==> src/sv/assert_macros.svh <==
// Assertion macros shared by the duplicate remover RTL.
// No dependencies; included by the modules that carry assertions.
`ifndef ASSERT_MACROS_SVH
`define ASSERT_MACROS_SVH
`ifndef SYNTHESIS
`define SDR_ASSERT_ALWAYS(lbl, clk, rstn, expr) \
  lbl: assert property (@(posedge clk) disable iff (!rstn) (expr)) \
    else $error("assertion failed");
`define SDR_ASSERT_IMPL(lbl, clk, rstn, ante, cons) \
  lbl: assert property (@(posedge clk) disable iff (!rstn) (ante) |-> (cons)) \
    else $error("assertion failed");
`define SDR_ASSERT_NEXT(lbl, clk, rstn, ante, cons) \
  lbl: assert property (@(posedge clk) disable iff (!rstn) (ante) |=> (cons)) \
    else $error("assertion failed");
`else
`define SDR_ASSERT_ALWAYS(lbl, clk, rstn, expr)
`define SDR_ASSERT_IMPL(lbl, clk, rstn, ante, cons)
`define SDR_ASSERT_NEXT(lbl, clk, rstn, ante, cons)
`endif
`endif

==> src/sv/sdr_pkg.sv <==
// Shared types and constants of the stream duplicate remover.
// No dependencies; imported by the controller, datapath and top level.
package sdr_pkg;

  localparam int unsigned DataW     = 32;
  localparam int unsigned TotalW    = 9;
  localparam int unsigned OutTdataW = 48;

  // Commands from the controller to the datapath.
  typedef struct packed {
    logic load;
    logic step;
    logic latch;
    logic commit;
  } cmd_t;

  // Status from the datapath to the controller.
  typedef struct packed {
    logic term;
    logic out_free;
  } sts_t;

endpackage

==> src/sv/sdr_ctrl.sv <==
// Controller of the duplicate remover: accept, scan, commit sequencing.
// Depends on sdr_pkg.
module sdr_ctrl (
  input  logic          clk_i,
  input  logic          rst_ni,
  input  logic          s_tvalid_i,
  output logic          s_tready_o,
  input  sdr_pkg::sts_t sts_i,
  output sdr_pkg::cmd_t cmd_o
);
  import sdr_pkg::*;

  localparam logic [1:0] S_IDLE   = 2'd0;
  localparam logic [1:0] S_SCAN   = 2'd1;
  localparam logic [1:0] S_COMMIT = 2'd2;

  logic [1:0] state_q, state_d;

  always_comb begin
    state_d    = state_q;
    cmd_o      = '0;
    s_tready_o = 1'b0;
    case (state_q)
      S_IDLE: begin
        s_tready_o = 1'b1;
        if (s_tvalid_i) begin
          cmd_o.load = 1'b1;
          state_d    = S_SCAN;
        end
      end
      S_SCAN: begin
        cmd_o.step = 1'b1;
        if (sts_i.term) begin
          cmd_o.latch = 1'b1;
          state_d     = S_COMMIT;
        end
      end
      S_COMMIT: begin
        // Wait here while the previous result still sits in the output register.
        if (sts_i.out_free) begin
          cmd_o.commit = 1'b1;
          state_d      = S_IDLE;
        end
      end
      default: begin
        state_d = S_IDLE;
      end
    endcase
  end

  always_ff @(posedge clk_i or negedge rst_ni) begin
    if (!rst_ni) begin
      state_q <= S_IDLE;
    end else begin
      state_q <= state_d;
    end
  end

endmodule

==> config.mk <==
export PLATFORM = sky130hd
export DESIGN_NAME = sdr_ctrl
export DESIGN_NICKNAME = d
export VERILOG_FILES = /design/src/sv/assert_macros.svh /design/src/sv/sdr_pkg.sv /design/src/sv/sdr_ctrl.sv
export SDC_FILE = /design/constraint.sdc
export NUM_CORES = 1
export LEC_CHECK = 0
export ABC_AREA = 1
export BUFFER_PORTS_ARGS = -buffer_cell sky130_fd_sc_hd__buf_4
export CAP_MARGIN = 20
export CORE_AREA = 2 2 39 41
export CTS_CLUSTER_SIZE = 10
export DETAILED_ROUTE_END_ITERATION = 10
export DIE_AREA = 0 0 41 43
export PLACE_DENSITY_LB_ADDON = 0.2
export SLEW_MARGIN = 10
export SYNTH_ARGS = -nofsm -noshare
export SYNTH_HDL_FRONTEND = slang
export SYNTH_SLANG_ARGS = --single-unit
==> constraint.sdc <==
create_clock -name clk_i -period 1 [get_ports clk_i]
set_input_delay 0.2 -clock clk_i [delete_from_list [all_inputs] [get_ports clk_i]]
set_output_delay 0.2 -clock clk_i [all_outputs]
set_load 0.01 [all_outputs]
# After elaboration in Yosys (flattened, before gate mapping)
# Index checks and enable logic that the tools add are counted.
# classes
n_reduce_logical,2
n_eq_ne,5
mux,11
# op_table
cell,count
$mux W2,4
$mux W1,6
$ne A2 B2 Y1 const B,3
$pmux W2 S3,1
$reduce_and A3 Y1,1
$eq A2 B1 Y1 const B,1
$eq A2 B2 Y1 const B,1
$logic_not A2 Y1,1
# word_totals
reg_bits,2
out_inout_bits,5
in_bits,5
elab_cells,19

# Logic depth before layout (Yosys ltp)
# depth
ltp_word,3
mapped_depth,3
depth_no_buf,3

# Worst setup path before layout
# Ideal clock, no wire load.
# synth_timing
path_type,reg2out
start,register state_q[0]
end,output port cmd_o[3] (netlist name)
arrival_time_ps,748
required_ps,800
path_stages_with_launch,4
setup_slack_ps,52
n_path_buf,0
cell_sequence,dfrtp_1 > nor2_2 > nand2_1 > inv_1
# synth_rtl
element,line,rtl
start: declaration,sdr_ctrl.sv:17,"logic [1:0] state_q, state_d;"
start signal: assignment,sdr_ctrl.sv:55,state_q <= state_d;
end: declaration,sdr_ctrl.sv:9,output sdr_pkg::cmd_t cmd_o

==> flow_summary.yaml <==
critical_path:
  path_cells: "nor2_2 -> nand2_1 -> inv_1 -> buf_4"
  rrSetupSlack_ns: 0.02
  required_time_reported_for_the_critical_path_endpoint_ns: 0.80
  register_to_register_path_depth: 5
  end_kind: "output pin"
  worstPathMaxFanout: 5
  critical_path_class: "reg -> out"
  crit_arrival_ns: 1.02
  timing.critical_path.slowest_stage_cell: "sky130_fd_sc_hd__dfrtp_1"
  timing.rr.end: "state_q[0]"
  start_kind: "register"
  worst_r2r_startpoint: "state_q[0]"
  max_stage_delay_ns: 0.42
placement:
  post-dp-hpwl_um: 237
  replace_congestion: 0.590
  port_buffers: 9
  place.detailed.instances: 44
die:
  die-area_mm2: 0.00176
  fp.dieW_um: 41
  top_level_ports: 10
  fp.coreArea_mm2: 0.00138
  starting_density_of_the_core: 0.0868
  die_h_um: 43
  fp-row-count: 14
route:
  remaining_drc_errors: 0
  detailroute.via_count: 156
  detail_route.iter0.violations: 4
  route.detailed.wl_per_inst_um: 6.59
  route.antenna.remaining_nets: 0
  firstDrtPassIters: 2
  drt-vias-per-instance: 3.06
  drt-total-wl_um: 336
yosys:
  synthesis.nets: 24
  postSynth.topFlopCell: "sky130_fd_sc_hd__dfrtp_1"
  synth_area_leader: "sky130_fd_sc_hd__dfrtp_1"
  synth_top_area_share: 0.417
  syn_avg_cell_area_um2: 6.32
  async_flop_share: 1.00
  post-synth-top-count-cell: "sky130_fd_sc_hd__inv_1"
  synth_edf_count: 0
  yosysWarnings: 0
  synth_top_cells_by_count: "7 x sky130_fd_sc_hd__inv_1, 5 x sky130_fd_sc_hd__nand2_1, 3 x sky130_fd_sc_hd__nand3_1, 2 x sky130_fd_sc_hd__dfrtp_1"
  post_synth_inst_count: 19
  ys_types: 6
  synthTopCellsByArea: "sky130_fd_sc_hd__dfrtp_1 42%, sky130_fd_sc_hd__inv_1 22%, sky130_fd_sc_hd__nand2_1 16%"
  synth.yosys.seq_area_share: 0.417
  synth.ff_latch_count: 2
  synth_area_um2: 120
hold_path:
  min-delay-path-class: "in -> reg"
  min_to: "state_q[0]"
  hp-start: "sts_i[1]"
  min_delay_path_depth: 4
final_layout:
  top_register: "state_q"
  largest_register_ffs: 2
  drive_gt1_frac: 0.514
  nFillCells: 161
  diodes: 0
  utilization: 0.197
  final_cell_count_no_fill: 51
  final_net_count: 42
  register_area_um2: 50.0
  reg_top3: "state_q: 2 flops"
  areaGrowthSynthToFinish_pct: 127
  multi_input_comb_area_um2: 46.3
global_routing:
  number_of_global_route_vias_before_repair: 135
  gr-usage-met3: 0.0314
  grt_first_pass_wirelength_um: 448
  antenna_violations_before_repair: 0
  global_route.peak_usage_layer: "met4"
  gr_util_all_layers: 0.0462
  met1_usage: 0.0419
  grt_max_degree: 6
  globalRouteOverflowTotal: 0
  groute.layer.met2.usage: 0.0469
status:
  violations: "setup timing"
  status: "finished, violations left"
clocking:
  cts_root_buffer: "sky130_fd_sc_hd__clkbuf_4"
  cts_num_sinks: 2
  h_tree_lvl_count: 1
  cts_buffers: 3
  clockBufferDepth: 2
  tritoncts: "done"
  cts.clk_slew.worst_paths_ns: 0.03
  insertion_delay_ns: 0.22
pwr:
  pwr-share-comb: 0.563
  power_switching_uw: 280
  p_sw_frac: 0.357
  p_clk_frac: 0.225
  power_report.internal_total_uw: 505
  p_seq_frac: 0.213
  vdd.ir_drop.worst_uv: 815
  powerDensity_mw_per_mm2: 2880
  power_leakage_uw: 0.000169
sta:
  totalNegativeSetupSlack_ns: -0.878
  fin_hold_ws_ns: 0.259
  setup-violations-final: 5
  report.final.hold_viol_count: 0
  fmax_ghz: 0.820
  rsz0062_at_grt: "yes"
  worst_slew_pin_slew_ns: 0.176
  slew-limit-headroom: 0.883
  final.period_utilization: 1.22
  timing.final.ws_setup_ns: -0.219
  timing_max_transition_violations_final: 0
  timing.final.crit_period_ns: 1.22
  finClkSkew_ns: 0.00117
job:
  cap_violations: 0
==> routing by layer <==
metal	vias up	wire length (µm)
met5	-	0
met4	0	0
met3	0	35
met2	7	154
met1	62	146
li1	87	-
==> worst max path at each step <==
stage	to	depth (start not counted)	from
final	cmd_o[3]	4	state_q[0]
after global routing	cmd_o[3]	4	state_q[0]
after CTS	cmd_o[3]	4	state_q[1]
after detailed placement	cmd_o[3]	4	state_q[0]
after global placement	cmd_o[3]	4	state_q[0]
after floorplan	cmd_o[3]	3	state_q[0]
==> metrics by stage <==
stage	area (µm²)	power [µW]	setup WS (ns)
after floorplan	120	323	0.0524
after CTS	248	700	-0.217
after detailed placement	208	487	0.0178
after global placement	208	485	0.0311
after global routing	273	862	-0.277
final	273	786	-0.219
==> area by class of cell <==
cell class	count	area share
repair buffers	13	0.394
flip-flops and latches	2	0.183
multi-input cells	10	0.170
inverters	7	0.0963
clock buffers	3	0.0826
well taps	16	0.0734
==> worst max-delay path, delay by kind of cell (launching register included) <==
family | cells | cell delay [ns]
and+or+nand+nor | 2 | 0.22
buffers and inverters | 2 | 0.16
DFF | 1 | 0.42
==> cells by family after synthesis <==
family,synth area share
buf+inv,0.219
flops,0.417
simple gates,0.365
==> power groups by stage <==
stage | clock [µW] | combinational, µW | sequential [µW]
floorplan | 0 | 166 | 157
global placement | 0 | 320 | 165
detailed placement | 0 | 322 | 165
CTS | 191 | 345 | 164
global route | 205 | 486 | 171
finish | 177 | 442 | 167
==> cell usage in the layout (no fill, tap or decap) <==
cell,netlist,layout
sky130_fd_sc_hd__buf_4,0,10
sky130_fd_sc_hd__buf_6,0,2
sky130_fd_sc_hd__clkbuf_4,0,3
sky130_fd_sc_hd__dfrtp_1,2,2
sky130_fd_sc_hd__dlygate4sd3_1,0,1
sky130_fd_sc_hd__inv_1,7,6
sky130_fd_sc_hd__inv_2,0,1
sky130_fd_sc_hd__nand2_1,5,4
sky130_fd_sc_hd__nand2_2,0,1
sky130_fd_sc_hd__nand3_1,3,3
sky130_fd_sc_hd__nor2_1,1,1
sky130_fd_sc_hd__nor2_2,1,1
==> repair_timing <==
action,CTS,global route
setup buffers,1,2
hold buffers,1,0
resized for setup,0,4
pin swaps,2,3
hold endpoints to repair,2,0
setup endpoints to repair,5,5
Power figures use the tool's default switching activity.
